`src/rtl/mcdt_pkg.sv`:
```
// shared types and constants for the multi-channel deadline timer
`default_nettype none

package mcdt_pkg;

  // item kinds
  localparam logic [1:0] KIND_START   = 2'd0;
  localparam logic [1:0] KIND_STOP    = 2'd1;
  localparam logic [1:0] KIND_SERVICE = 2'd2;

  // result kinds
  localparam logic EV_EXPIRY = 1'b0;
  localparam logic EV_REPORT = 1'b1;

  localparam logic [15:0] RESET_MIN_WAIT = 16'd5;

  // one channel entry as stored in the table ram
  typedef struct packed {
    logic [31:0]       deadline;
    logic              action;
    logic signed [4:0] task_id;
  } entry_t;

  localparam int ENTRY_W = $bits(entry_t);

  typedef enum logic [2:0] {
    ST_IDLE,
    ST_CMD,
    ST_SCAN,
    ST_CALC,
    ST_REPORT
  } state_t;

endpackage

`default_nettype wire

```
`src/rtl/mcdt_ram.sv`:
```
// generic single-write, single-read ram with registered read data
`default_nettype none

module mcdt_ram #(
  parameter int WIDTH = 38,
  parameter int DEPTH = 16
) (
  input  wire                                  clk,
  input  wire                                  we,
  input  wire [(DEPTH > 1 ? $clog2(DEPTH) : 1)-1:0] waddr,
  input  wire [WIDTH-1:0]                      wdata,
  input  wire                                  re,
  input  wire [(DEPTH > 1 ? $clog2(DEPTH) : 1)-1:0] raddr,
  output logic [WIDTH-1:0]                     rdata
);

  logic [WIDTH-1:0] mem [DEPTH];

  // write port
  always_ff @(posedge clk) begin
    if (we) begin
      mem[waddr] <= wdata;
    end
  end

  // registered read, held while re is low
  always_ff @(posedge clk) begin
    if (re) begin
      rdata <= mem[raddr];
    end
  end

endmodule

`default_nettype wire

```
`src/rtl/multi_channel_deadline_timer.sv`:
```
// top level of the multi-channel deadline timer with its scan sequencer
// an item runs through ST_CMD, the serial table scan in ST_SCAN, ST_CALC and ST_REPORT
// to the wait report; the result side holding off an expiry event or the report stalls it
// a new item is taken only in ST_IDLE, after the wait report of the last one is loaded
// reset: all channels idle (valid bits cleared at once), min_wait back to 5
// no clearing pass: a channel's valid bit gates the table ram contents
`default_nettype none

module multi_channel_deadline_timer #(
  parameter int CHANNELS = 16
) (
  input  wire                clk,
  input  wire                rst,
  // item input
  input  wire                in_valid,
  output logic               in_ready,
  input  wire [1:0]          kind,
  input  wire [3:0]          timer_id,
  input  wire [31:0]         duration,
  input  wire                has_action,
  input  wire signed [4:0]   task_target,
  input  wire [31:0]         now,
  // result output
  output logic               out_valid,
  input  wire                out_ready,
  output logic               event_kind,
  output logic [3:0]         expired_id,
  output logic signed [4:0]  expired_task,
  output logic               no_timer,
  output logic [31:0]        wait_ticks,
  output logic               last,
  // configuration write
  input  wire                cfg_valid,
  output logic               cfg_ready,
  input  wire [15:0]         cfg_data
);

  import mcdt_pkg::*;

  localparam int CW  = (CHANNELS > 1) ? $clog2(CHANNELS) : 1;
  localparam int CW1 = $clog2(CHANNELS + 1);

  state_t state, state_next;

  // latched item
  logic [1:0]        item_kind;
  logic [3:0]        item_id;
  logic [31:0]       item_duration;
  logic              item_action;
  logic signed [4:0] item_task;
  logic [31:0]       item_now;

  logic [15:0]        min_wait;
  logic [CHANNELS-1:0] valid;

  // scan pipeline
  logic [CW1-1:0] rd_idx;
  logic           ev_vld;
  logic [CW-1:0]  ev_idx;
  logic           found;
  logic [31:0]    earliest;
  logic [31:0]    wait_raw;

  // ram interface
  logic              ram_we;
  logic [CW-1:0]     ram_waddr;
  entry_t            ram_wentry;
  logic              ram_re;
  logic [CW-1:0]     ram_raddr;
  logic [ENTRY_W-1:0] ram_rdata;
  entry_t            rd_entry;

  // control
  logic        in_acc;
  logic        out_free;
  logic        id_ok;
  logic [CW-1:0] cmd_idx;
  logic [31:0] start_deadline;
  logic        ev_armed;
  logic        ev_due;
  logic        ev_fire;
  logic        stall;
  logic        scan_done;
  logic        issue;
  logic        load_event;
  logic        load_report;
  logic [31:0] report_wait;

  assign in_acc   = in_valid && in_ready;
  assign out_free = !out_valid || out_ready;
  assign cfg_ready = 1'b1;

  assign id_ok          = 32'(item_id) < CHANNELS;
  assign cmd_idx        = CW'(item_id);
  assign start_deadline = item_now + item_duration;

  assign rd_entry  = entry_t'(ram_rdata);
  assign ev_armed  = ev_vld && valid[ev_idx];
  assign ev_due    = ev_armed && (item_kind == KIND_SERVICE) && (rd_entry.deadline <= item_now);
  assign ev_fire   = ev_due && rd_entry.action;
  assign stall     = ev_fire && !out_free;
  assign scan_done = !ev_vld && (rd_idx == CW1'(CHANNELS));
  assign issue     = (state == ST_SCAN) && !stall && (rd_idx != CW1'(CHANNELS));

  // report wait raised to the configured minimum
  assign report_wait = (wait_raw < {16'd0, min_wait}) ? {16'd0, min_wait} : wait_raw;

  mcdt_ram #(
    .WIDTH (ENTRY_W),
    .DEPTH (CHANNELS)
  ) u_table (
    .clk   (clk),
    .we    (ram_we),
    .waddr (ram_waddr),
    .wdata (ram_wentry),
    .re    (ram_re),
    .raddr (ram_raddr),
    .rdata (ram_rdata)
  );

  // next state
  always_comb begin
    state_next = state;
    case (state)
      ST_IDLE: begin
        if (in_acc) begin
          state_next = ST_CMD;
        end
      end
      ST_CMD: begin
        state_next = ST_SCAN;
      end
      ST_SCAN: begin
        if (scan_done) begin
          state_next = ST_CALC;
        end
      end
      ST_CALC: begin
        state_next = ST_REPORT;
      end
      ST_REPORT: begin
        if (out_free) begin
          state_next = ST_IDLE;
        end
      end
      default: begin
        state_next = ST_IDLE;
      end
    endcase
  end

  // control outputs
  always_comb begin
    in_ready    = 1'b0;
    ram_we      = 1'b0;
    ram_waddr   = cmd_idx;
    ram_wentry  = '{deadline: start_deadline, action: item_action, task_id: item_task};
    ram_re      = 1'b0;
    ram_raddr   = CW'(rd_idx);
    load_event  = 1'b0;
    load_report = 1'b0;
    case (state)
      ST_IDLE: begin
        in_ready = 1'b1;
      end
      ST_CMD: begin
        ram_we = (item_kind == KIND_START) && id_ok;
      end
      ST_SCAN: begin
        ram_re     = issue;
        load_event = ev_fire && out_free;
      end
      ST_CALC: begin
      end
      ST_REPORT: begin
        load_report = out_free;
      end
      default: begin
      end
    endcase
  end

  always_ff @(posedge clk) begin
    if (rst) begin
      state <= ST_IDLE;
    end else begin
      state <= state_next;
    end
  end

  // item capture
  always_ff @(posedge clk) begin
    if (in_acc) begin
      item_kind     <= kind;
      item_id       <= timer_id;
      item_duration <= duration;
      item_action   <= has_action;
      item_task     <= task_target;
      item_now      <= now;
    end
  end

  // configuration register
  always_ff @(posedge clk) begin
    if (rst) begin
      min_wait <= RESET_MIN_WAIT;
    end else if (cfg_valid && cfg_ready) begin
      min_wait <= cfg_data;
    end
  end

  // channel valid bits: set by start (cleared if its deadline sums to zero), cleared by stop and expiry
  always_ff @(posedge clk) begin
    if (rst) begin
      valid <= '0;
    end else begin
      if ((state == ST_CMD) && id_ok) begin
        if (item_kind == KIND_START) begin
          valid[cmd_idx] <= (start_deadline != 32'd0);
        end else if (item_kind == KIND_STOP) begin
          valid[cmd_idx] <= 1'b0;
        end
      end
      if ((state == ST_SCAN) && ev_due && !stall) begin
        valid[ev_idx] <= 1'b0;
      end
    end
  end

  // scan pointers: read one channel ahead of the compare
  always_ff @(posedge clk) begin
    if (rst) begin
      rd_idx <= '0;
      ev_vld <= 1'b0;
    end else if (state == ST_CMD) begin
      rd_idx <= '0;
      ev_vld <= 1'b0;
    end else if ((state == ST_SCAN) && !stall) begin
      ev_vld <= issue;
      if (issue) begin
        rd_idx <= rd_idx + CW1'(1);
      end
    end
  end

  always_ff @(posedge clk) begin
    if (issue) begin
      ev_idx <= CW'(rd_idx);
    end
  end

  // earliest surviving deadline
  always_ff @(posedge clk) begin
    if (state == ST_CMD) begin
      found    <= 1'b0;
      earliest <= '0;
    end else if ((state == ST_SCAN) && ev_armed && !ev_due) begin
      if (!found || (rd_entry.deadline < earliest)) begin
        earliest <= rd_entry.deadline;
      end
      found <= 1'b1;
    end
  end

  // raw wait, zero once the deadline has passed
  always_ff @(posedge clk) begin
    if (state == ST_CALC) begin
      wait_raw <= (earliest <= item_now) ? 32'd0 : (earliest - item_now);
    end
  end

  // output register
  always_ff @(posedge clk) begin
    if (rst) begin
      out_valid <= 1'b0;
    end else if (load_event || load_report) begin
      out_valid <= 1'b1;
    end else if (out_ready) begin
      out_valid <= 1'b0;
    end
  end

  always_ff @(posedge clk) begin
    if (load_event) begin
      event_kind   <= EV_EXPIRY;
      expired_id   <= 4'(ev_idx);
      expired_task <= rd_entry.task_id;
      no_timer     <= 1'b0;
      wait_ticks   <= '0;
      last         <= 1'b0;
    end else if (load_report) begin
      event_kind   <= EV_REPORT;
      expired_id   <= '0;
      expired_task <= '0;
      no_timer     <= !found;
      wait_ticks   <= found ? report_wait : 32'd0;
      last         <= 1'b1;
    end
  end

`ifndef ASSERT_OFF
  // busy after taking an item
  a_busy_after_accept: assert property (@(posedge clk) disable iff (rst)
    in_valid && in_ready |=> !in_ready)
    else $error("block ready right after accepting an item");

  // only the wait report closes an item
  a_last_is_report: assert property (@(posedge clk) disable iff (rst)
    out_valid |-> (event_kind == last))
    else $error("last flag does not match result kind");

  // no armed timer gives a zero wait
  a_no_timer_wait: assert property (@(posedge clk) disable iff (rst)
    out_valid && no_timer |-> (wait_ticks == 32'd0) && (event_kind == EV_REPORT))
    else $error("no_timer report with nonzero wait or on an expiry");
`endif

endmodule

`default_nettype wire
```
`config.mk`:
```
export PLATFORM = sky130hd
export DESIGN_NAME = multi_channel_deadline_timer
export DESIGN_NICKNAME = d
export VERILOG_FILES = /design/src/rtl/mcdt_pkg.sv /design/src/rtl/mcdt_ram.sv /design/src/rtl/multi_channel_deadline_timer.sv
export SDC_FILE = /design/constraint.sdc
export NUM_CORES = 1
export LEC_CHECK = 0
export BUFFER_PORTS_ARGS = -buffer_cell sky130_fd_sc_hd__buf_2
export CORE_ASPECT_RATIO = 0.9
export CORE_MARGIN = 2
export CORE_UTILIZATION = 55
export DETAILED_ROUTE_END_ITERATION = 10
export GPL_TIMING_DRIVEN = 0
export PLACE_DENSITY_LB_ADDON = 0.1
export SYNTH_ARGS = -nofsm -noshare
export SYNTH_HDL_FRONTEND = slang
export SYNTH_SLANG_ARGS = --single-unit
```
`constraint.sdc`:
```
create_clock -name clk -period 5.62 [get_ports clk]
set_clock_uncertainty 0.2 [all_clocks]
set_input_delay 0.562 -clock clk [delete_from_list [all_inputs] [get_ports clk]]
set_output_delay 0.562 -clock clk [all_outputs]
set_load 0.01 [all_outputs]
```
Word-level counts from Yosys, hierarchy flattened:

Memory sizes are Yosys's and may differ from the RTL's. A register that Yosys moved wholly into a read port is not among the register bits.
Index checks and enable logic that the tools add are counted.

* add/subtract/negate cells: 3
* magnitude comparators: 8
* eq/ne operators: 11
* multiplexer cells: 31
* bitwise operators: 4
* reductions and logical operators: 34

Operators with widths (count)
* 2-to-1 mux 16 bit: 5
* less-or-equal comparator 32 bit: 2
* 2-to-1 mux 32 bit: 2
* adder 32 bit: 1
* bitwise AND 16 bit: 2
* < comparator 32 x 16 -> 1 bit: 1
* < comparator 32 bit: 1
* inverter 16 bit: 2
* nonzero test 32 bit: 1
* subtractor 32 bit: 1
* bitwise mux 16 bit: 1
* logical AND 1 bit: 16
* one-hot mux 3 bit (5 select lines): 1
* 2-to-1 mux 1 bit: 12
* < comparator 4 x 5 -> 1 bit (second input constant): 2
* 2-to-1 mux 5 bit: 2
* 2-to-1 mux 3 bit: 3
* demux 1 bit (select 4 bit): 2
* >= comparator 4 x 1 -> 1 bit (second input constant): 2
* 2-to-1 mux 4 bit: 2
* == test 3 x 2 -> 1 bit (second input constant): 2
* zero test 1 bit: 6
* != test 2 bit (second input constant): 3
* adder 5 x 1 -> 5 bit (second input constant): 1
* other kinds (14): 18

* register bits after elaboration: 230
* bits in writable memories: 608
* input bits: 97
* output and inout bits: 47
* logic and storage cells: 113
* memories: 1

Memories
* u_table.mem: words 16, width 38, rd ports 1, clocked after memory_dff 1, wr ports 1, RTL line mcdt_ram.sv:17 `logic [WIDTH-1:0] mem [DEPTH];`

Logic depth before layout (Yosys ltp):

Gate-level depths: netlist of run 1.

* word-level depth: 12
* gate-level depth with buffers: 14
* gate-level depth less buffers: 13

Modules after synthesis:

A second synthesis of run 1 with hierarchy kept.

* cell total of the unflattened synthesis: 2433
* area total of the unflattened synthesis: 38064.0 µm²

Modules (own cells, without submodules)
* mcdt_ram: times used 1, cells each 989, area an instance 23950.5 µm², sequential area each 19398.6 µm²
* multi_channel_deadline_timer: times used 1, cells each 1444, area an instance 14113.5 µm², sequential area each 5815.6 µm²

Worst setup path after synthesis of run 1:

Ideal clock, no wire load.

* kind: reg-to-reg
* from: register state[0]
* to: register valid[2]
* library setup time: 0.058 ns
* arrival time: 4.807 ns
* data required time: 5.362 ns
* slack: 0.555 ns
* cell stages (with the launch flop): 10
* buffers on the path: 2
* clock period less this slack: 5.065 ns
* cells stage by stage: dfxtp_1 > clkbuf_1 > nor3b_1 > and2_0 > clkbuf_1 > nand2_1 > nor3_1 > a21oi_1 > a211oi_1 > o21a_1

* longest elaborated chain between the ends: 5
* elaborated cells on any way between the ends: 8
* classes of those cells: 2 x eq/ne; 3 x mux; 1 x bitwise; 2 x reduce/logical

RTL lines
* start: declaration: RTL line multi_channel_deadline_timer.sv:43 `state_t state, state_next;`
* start signal: assignment: RTL line multi_channel_deadline_timer.sv:187 `state <= state_next;`
* == test 3 x 1 -> 1 bit: RTL line multi_channel_deadline_timer.sv:217 `if ((state == ST_CMD) && id_ok) begin`
* 2-to-1 mux 16 bit: RTL line multi_channel_deadline_timer.sv:217
* 2-to-1 mux 16 bit: RTL line multi_channel_deadline_timer.sv:214 `if (rst) begin`
* bitwise AND 16 bit (no source line)
* 2-to-1 mux 16 bit *: RTL line multi_channel_deadline_timer.sv:224 `if ((state == ST_SCAN) && ev_due && !stall) begin`
* end signal: indexed assignment: RTL line multi_channel_deadline_timer.sv:219 `valid[cmd_idx] <= (start_deadline != 32'd0);`
* end: declaration: RTL line multi_channel_deadline_timer.sv:54 `logic [CHANNELS-1:0] valid;`

Mark *: on every way between the ends. The rest lies on a longest branch, timed or not. The select of a mux whose other input is x is not followed.
A chain may end at the register's enable or synchronous reset.

Final worst setup path of run 1:

* from: register item_now[1]
* to: register expired_id[1] (enable)

* longest elaborated chain between the ends: 6

RTL lines
* start: declaration: RTL line multi_channel_deadline_timer.sv:51 `logic [31:0] item_now;`
* start signal: assignment: RTL line multi_channel_deadline_timer.sv:199 `item_now <= now;`
* less-or-equal comparator 32 bit: RTL line multi_channel_deadline_timer.sv:99 `assign ev_due = ev_armed && (item_kind == KIND_SERVICE) && (rd_entry.deadline <= item_now);`
* logical AND 1 bit: RTL line multi_channel_deadline_timer.sv:99
* logical AND 1 bit: RTL line multi_channel_deadline_timer.sv:100 `assign ev_fire = ev_due && rd_entry.action;`
* logical AND 1 bit: RTL line multi_channel_deadline_timer.sv:171 `load_event = ev_fire && out_free;`
* 2-to-1 mux 1 bit: RTL line multi_channel_deadline_timer.sv:162 `case (state)`
* nonzero test 2 bit (no source line)
* end signal: assignment: RTL line multi_channel_deadline_timer.sv:286 `expired_id <= 4'(ev_idx);`
* end: declaration: RTL line multi_channel_deadline_timer.sv:27 `output logic [3:0] expired_id,`

No other way between the ends.

==> results.py, run 1 <==
metrics = {
    "power": {
        "combPwrFrac_pct": 10.8,
        "seqPwrFrac_pct": 51.3,
        "power_uw": 14900,
        "switchingPower_uw": 3620,
        "clkPwrFrac_pct": 37.9,
        "swShare_pct": 24.4,
        "vdd_ir_drop_max_uv": 310,
        "power.internal_uw": 11200,
        "leakage_uw": 0.0152,
        "power.density_nw_per_um2": 333,
    },
    "clock_tree": {
        "clkTransAtPathRegs_ps": 60,
        "cts_htree_levels": 3,
        "cts_tree": "built",
        "clk_path_buf_depth": 3,
        "cts_resized": 0,
        "post_cts_buffers": 0,
        "clkSinkCount": 876,
        "clock_latency_ps": 660,
        "cts_buffers": 86,
        "cts_root_buf": "clkbuf_16",
    },
    "synth": {
        "ys.flop_type": "edfxtp_1",
        "syn-cell-area_sq_um": 38000,
        "synthArstFlopShare_pct": 0,
        "synth.distinct_cells": 82,
        "syn_inst": 2365,
        "ys_ff_latch": 876,
        "synth_edf_count": 767,
        "syn_area_per_cell_sq_um": 16.1,
        "ys_seq_area_share_pct": 66.3,
        "yosys_warnings": 0,
        "syn_nets": 2607,
    },
    "setup_path": {
        "path_class": "register to register",
        "crit_path_top_delay_cell": "a2111oi_1",
        "crit_path_end_kind": "register",
        "rrSetupSlack_ps": 230,
        "reg2reg_from": "item_now[1]",
        "path_cells": "inv_1 > ha_1 > nor2b_1 > o21ai_0 > nand2b_1 > a21oi_1 > o21ai_0 > a21o_1 > a211o_1 > a2111oi_1 > nor2_1 > clkbuf_1 > inv_1",
        "cp_max_fo": 10,
        "worst_ep_arrival_time_ps": 5450,
        "startpoint": "item_now[1]",
        "critPathLaunchType": "register",
        "critPathMaxStageDelay_ps": 920,
        "cp.required_ps": 5680,
    },
    "drt": {
        "postRouteAntennaNets": 0,
        "routed_via_density": 6.13,
        "drc": 0,
        "routed_wl_microns": 101000,
        "vias": 22909,
        "drt_iter0_drc": 2528,
        "drt_first_pass_iters": 5,
        "routedWlPerCell_microns": 27.1,
    },
    "finish": {
        "fillers": 4854,
        "diodes": 0,
        "layout-drive-gt1-share_pct": 20.5,
        "multi_input_area_sq_um": 12200,
        "final_nets": 2982,
        "syn2layout_area_growth_pct": 17.3,
        "regArea_sq_um": 25200,
    },
    "floorplanning": {
        "boundaryPins": 144,
        "fp.dieH_microns": 254,
        "core-area_sq_um": 68500,
        "start_util_pct": 55.5,
        "die_w_microns": 281,
        "dieArea_sq_um": 71300,
        "placementRows": 91,
    },
    "grt": {
        "grt_max_degree": 63,
        "grt_pass1_vias": 23012,
        "gr-total-overflow": 0,
        "grtUsageTotal_pct": 28.8,
        "antenna_found_initial": 3,
        "grt_pass1_wl_microns": 147000,
    },
    "sta": {
        "period_minus_slack_ps": 5390,
        "rsz0062_at_grt": "no",
        "max_slew_margin_pct": 2.94,
        "hold_viol": 0,
        "slew_viol_final": 0,
        "worst_pin_slew_ps": 1450,
        "finalCritPeriodShare_pct": 96.0,
        "setup_viol": 0,
        "finalSetupTns_ps": 0,
        "fmax_ghz": 0.185,
    },
    "place": {
        "portBuffers": 141,
        "hpwl_microns": 70500,
        "place.gp.congestion": 0.934,
    },
    "status": {
        "status": "finished clean",
    },
    "flow_run": {
        "maxCapViolCount": 0,
    },
    "min_path": {
        "hp-start": "out_ready",
        "min_path_type": "input pin to register",
    },
}
[logic make-up after synthesis]
| kind of cell | after synthesis | synth area share, % |
|---|---|---|
| AO/OA/AOI/OAI | 446 | 7.90 |
| flip-flops | 876 | 66.3 |
| multiplexers | 231 | 12.5 |
| buffers and inverters | 204 | 2.10 |
| AND/OR/NAND/NOR | 422 | 5.50 |
| XOR/XNOR | 40 | 0.921 |
| other | 1 | 0.00986 |
| adder cells (fa/ha/maj) | 145 | 4.81 |
[Yosys cell counts, types with 53 or more instances]
cell / instances / area, sq um
edfxtp_1: 767 / 23000
mux4_2: 195 / 4390
ha_1: 143 / 1790
a21oi_1: 125 / 626
nor2_1: 115 / 432
dfxtp_1: 109 / 2180
inv_1: 99 / 372
nand2_1: 83 / 312
clkbuf_1: 75 / 282
o21ai_0: 73 / 365
a21o_1: 55 / 413
nand3_1: 53 / 265
[critical path: cells and delay by family (launching register included)]
kind / cells / cell delay (ps)
simple gates: 3 / 630
fa+ha+maj: 1 / 340
compound gates: 6 / 2060
buf+inv: 3 / 1110
flops: 1 / 650
[layer usage]
layer  vias up  track usage [%]  share of wire (%)
li1      10170                -                  -
met1     11692             40.8                 41
met2       890             47.1                 49
met3       157             3.33                6.8
met4         0             9.48                3.3
met5         -                0                  0
[flip-flops by register name, indices dropped and copies added, names as in the netlist]
register and cells:
item_action 1, item_duration 32, out_valid 1, ev_vld 1
item_kind 2, item_now 32, rd_idx 5, earliest 32
u_table.mem 608, no_timer 1, item_task 5, state 3
wait_ticks 32, ev_idx 4, found 1, cmd_idx 4
valid 16, u_table.rdata 38, wait_raw 32, expired_task 5
expired_id 4, last 1, min_wait 16
[worst paths after layout]
path                                 endpoint  depth (start not counted)
worst min-delay path                out_valid                          3
worst min register to register      ev_idx[3]                          0
worst max register to register  expired_id[1]                         13
worst max-delay path            expired_id[1]                         13
[metrics by stage]
| stage | instance area, sq um | setup slack [ps] | util (%) | instances | hold WS, ps |
|---|---|---|---|---|---|
| final | 44600 | 225 | 65.1 | 3739 | 128 |
| after global routing | 44600 | 34.6 | 65.1 | 3739 | 120 |
| after CTS | 44500 | 243 | 65.0 | 3736 | 110 |
| after detailed placement | 40800 | 286 | 59.6 | 3487 | 220 |
| after global placement | 39900 | -4110 | 58.2 | 3436 | 216 |
| after floorplan | 38000 | 555 | - | 2365 | 206 |
[power groups by stage]
stage / sequential, uW / clock, uW / combinational [uW]
2_1_floorplan: 7710 / 0 / 940
3_3_place_gp: 7780 / 0 / 1400
3_5_place_dp: 7760 / 0 / 1500
4_1_cts: 7630 / 5710 / 1560
5_1_grt: 7630 / 5950 / 1730
6_report: 7620 / 5640 / 1610
[area by class of cell]
class,count,area share [%]
sequential,876,56.5
clock inverter,46,0.979
multi-input combinational,1285,27.5
tap,930,2.61
inverter,99,0.833
buffer,105,0.956
clock buffer,111,5.22
timing repair buffer,287,5.45
[placed cells by master (no fill, tap or decap), types with 31 or more instances in the layout]
cell and n:
a21o_1 55, a21oi_1 123, buf_2 149, buf_6 31, clkbuf_1 94, clkbuf_16 88
dfxtp_1 109, dlygate4sd3_1 92, edfxtp_1 767, ha_1 143, inv_1 99, mux2i_1 35
mux4_2 195, nand2_1 83, nand3_1 53, nor2_1 103, o21ai_0 73
[what timing repair did]
item,in CTS,in global routing
endpoints found under the hold margin,92,0
hold buffers,92,0
endpoints found under the setup margin,0,0
Power figures use the tool's default switching activity.
==> inputs of run 2 (changes only) <==
==> constraint.sdc (replaced) <==
create_clock -name clk -period 4.45 [get_ports clk]
set_clock_uncertainty 0.2 [all_clocks]
set_input_delay 0.445 -clock clk [delete_from_list [all_inputs] [get_ports clk]]
set_output_delay 0.445 -clock clk [all_outputs]
set_load 0.01 [all_outputs]
==> run 2 against run 1 <==
Net effect:
- first-iteration DRC count rose by 1.3%
- sequential cell count did not move
- global-route usage rose by 0.20 points
- non-clock buffer count fell by 10
- critical path depth rose by 1
- register-to-register slack got worse by 90 ps
- fmax rose by 25%
- highest routed layer unchanged
==> results.py, run 2 (synthesis results as in run 1) <==
metrics = {
    "status": {
        "status": "finished clean",
    },
    "drt": {
        "drt_iter0_drc": 2560,
        "routed_via_density": 6.19,
        "drc": 0,
        "drt_first_pass_iters": 6,
        "routed_wl_microns": 102000,
        "routedWlPerCell_microns": 27.3,
        "vias": 23098,
        "postRouteAntennaNets": 0,
    },
    "floorplanning": {
        "core-area_sq_um": 68500,
        "start_util_pct": 55.5,
        "boundaryPins": 144,
        "placementRows": 91,
        "die_w_microns": 281,
        "dieArea_sq_um": 71300,
        "fp.dieH_microns": 254,
    },
    "sta": {
        "period_minus_slack_ps": 4320,
        "whs_ps": 61.0,
        "hold_viol": 0,
        "setup_viol": 0,
        "fmax_ghz": 0.232,
        "slew_viol_final": 0,
        "finalCritPeriodShare_pct": 97.1,
        "worst_pin_slew_ps": 1290,
        "finalSetupTns_ps": 0,
        "max_slew_margin_pct": 14.0,
    },
    "power": {
        "power_uw": 18900,
        "leakage_uw": 0.0153,
        "power.density_nw_per_um2": 419,
        "vdd_ir_drop_max_uv": 407,
    },
    "setup_path": {
        "critPathLaunchType": "register",
        "cp.required_ps": 4830,
        "path_class": "register to register",
        "cp_max_fo": 17,
        "crit_path_end_kind": "register",
        "worst_ep_arrival_time_ps": 4700,
    },
    "grt": {
        "gr-total-overflow": 0,
        "grt_pass1_wl_microns": 149000,
        "grt_use_met1_pct": 40.7,
        "grtUsageTotal_pct": 29.0,
        "grtUsageMet3_pct": 3.54,
        "gr-usage-met2_pct": 48.0,
        "grt_max_degree": 62,
        "antenna_found_initial": 3,
        "top_usage_layer": "met2",
        "grt_pass1_vias": 23393,
    },
    "clock_tree": {
        "clk_path_buf_depth": 3,
        "cts_root_buf": "clkbuf_16",
        "clkSinkCount": 876,
        "cts_buffers": 87,
        "cts_tree": "built",
        "clock_latency_ps": 650,
        "clkTransAtPathRegs_ps": 60,
        "cts_htree_levels": 3,
    },
    "finish": {
        "final_nets": 2973,
        "reg_top3": "u_table.mem: 608 flops, u_table.rdata: 38 flops",
        "syn2layout_area_growth_pct": 18.5,
        "final_cell_mix": "edfxtp_1 (767), mux4_2 (195), buf_2 (149), ha_1 (142), a21oi_1 (122)",
        "layout-drive-gt1-share_pct": 21.2,
        "multi_input_area_sq_um": 12600,
        "largest_register": "u_table.mem",
        "regArea_sq_um": 25200,
        "fillers": 4790,
        "largest_register_ffs": 608,
        "layout_commonest_cell": "edfxtp_1",
        "fin_util_pct": 65.8,
    },
    "place": {
        "place.gp.congestion": 0.941,
        "hpwl_microns": 71000,
        "portBuffers": 141,
    },
    "flow_run": {
        "maxCapViolCount": 0,
    },
    "min_path": {
        "min_path_type": "input pin to register",
    },
}
run 2: report_power, final:
part	switching, uW	leakage (uW)	internal, uW
Combinational	1400	0.00613	753
Clock	3110	0.00134	4000
Sequential	119	0.00781	9500
run 2: routing by layer:
layer / vias up / routed length [microns] / part of all wire [%]
met5: - / 0 / 0
met4: 0 / 3030 / 3.0
met3: 162 / 7290 / 7.2
met2: 942 / 49900 / 49
met1: 11843 / 41500 / 41
li1: 10151 / - / -
run 2: path summary, 6_finish.rpt:
path | from | endpoint | slack, ps | cells past startpoint
max | item_duration[0] | valid[3] | 130 | 14
min | in_valid | state[0] | 60 | 5
max reg2reg | item_duration[0] | valid[3] | 130 | 14
min reg2reg | rd_idx[2] | ev_idx[2] | 250 | 0
run 2: per-stage QoR:
step	cells	area, sq um	setup WS [ps]
after global routing	3732	45100	-56.1
after global placement	3436	39900	-3370
after floorplan	2365	38100	291
final	3733	45100	131
after detailed placement	3471	40900	-879
after CTS	3728	44900	0.403
run 2: timing repair:
item                       4_1_cts  5_1_grt
resized for setup               43       15
hold buffers                    93        0
hold endpoints to repair        93        0
buffers inserted                 4        4
pin swaps                        6        7
setup endpoints to repair      101       52
run 2: final cells by class:
cell class,count,share of cell area [%]
antenna,1,0.00555
buffer,105,0.980
clock buffer,108,5.12
clock inverter,52,1.02
inverter,99,0.833
multi-input combinational,1285,27.9
sequential,876,55.9
tap,930,2.58
timing repair buffer,277,5.64
run 2: critical path: stages, from the launching register on:
cell and delay [ps]:
edfxtp_1 560, ha_2 300, fa_2 260, a211oi_1 110, o21a_1 240, o41ai_1 310
a211oi_1 140, nor2_1 970, nor4_2 20, and3_2 280, nand4_1 110, nand4bb_1 160
buf_2 230, buf_6 200, o21a_1 140
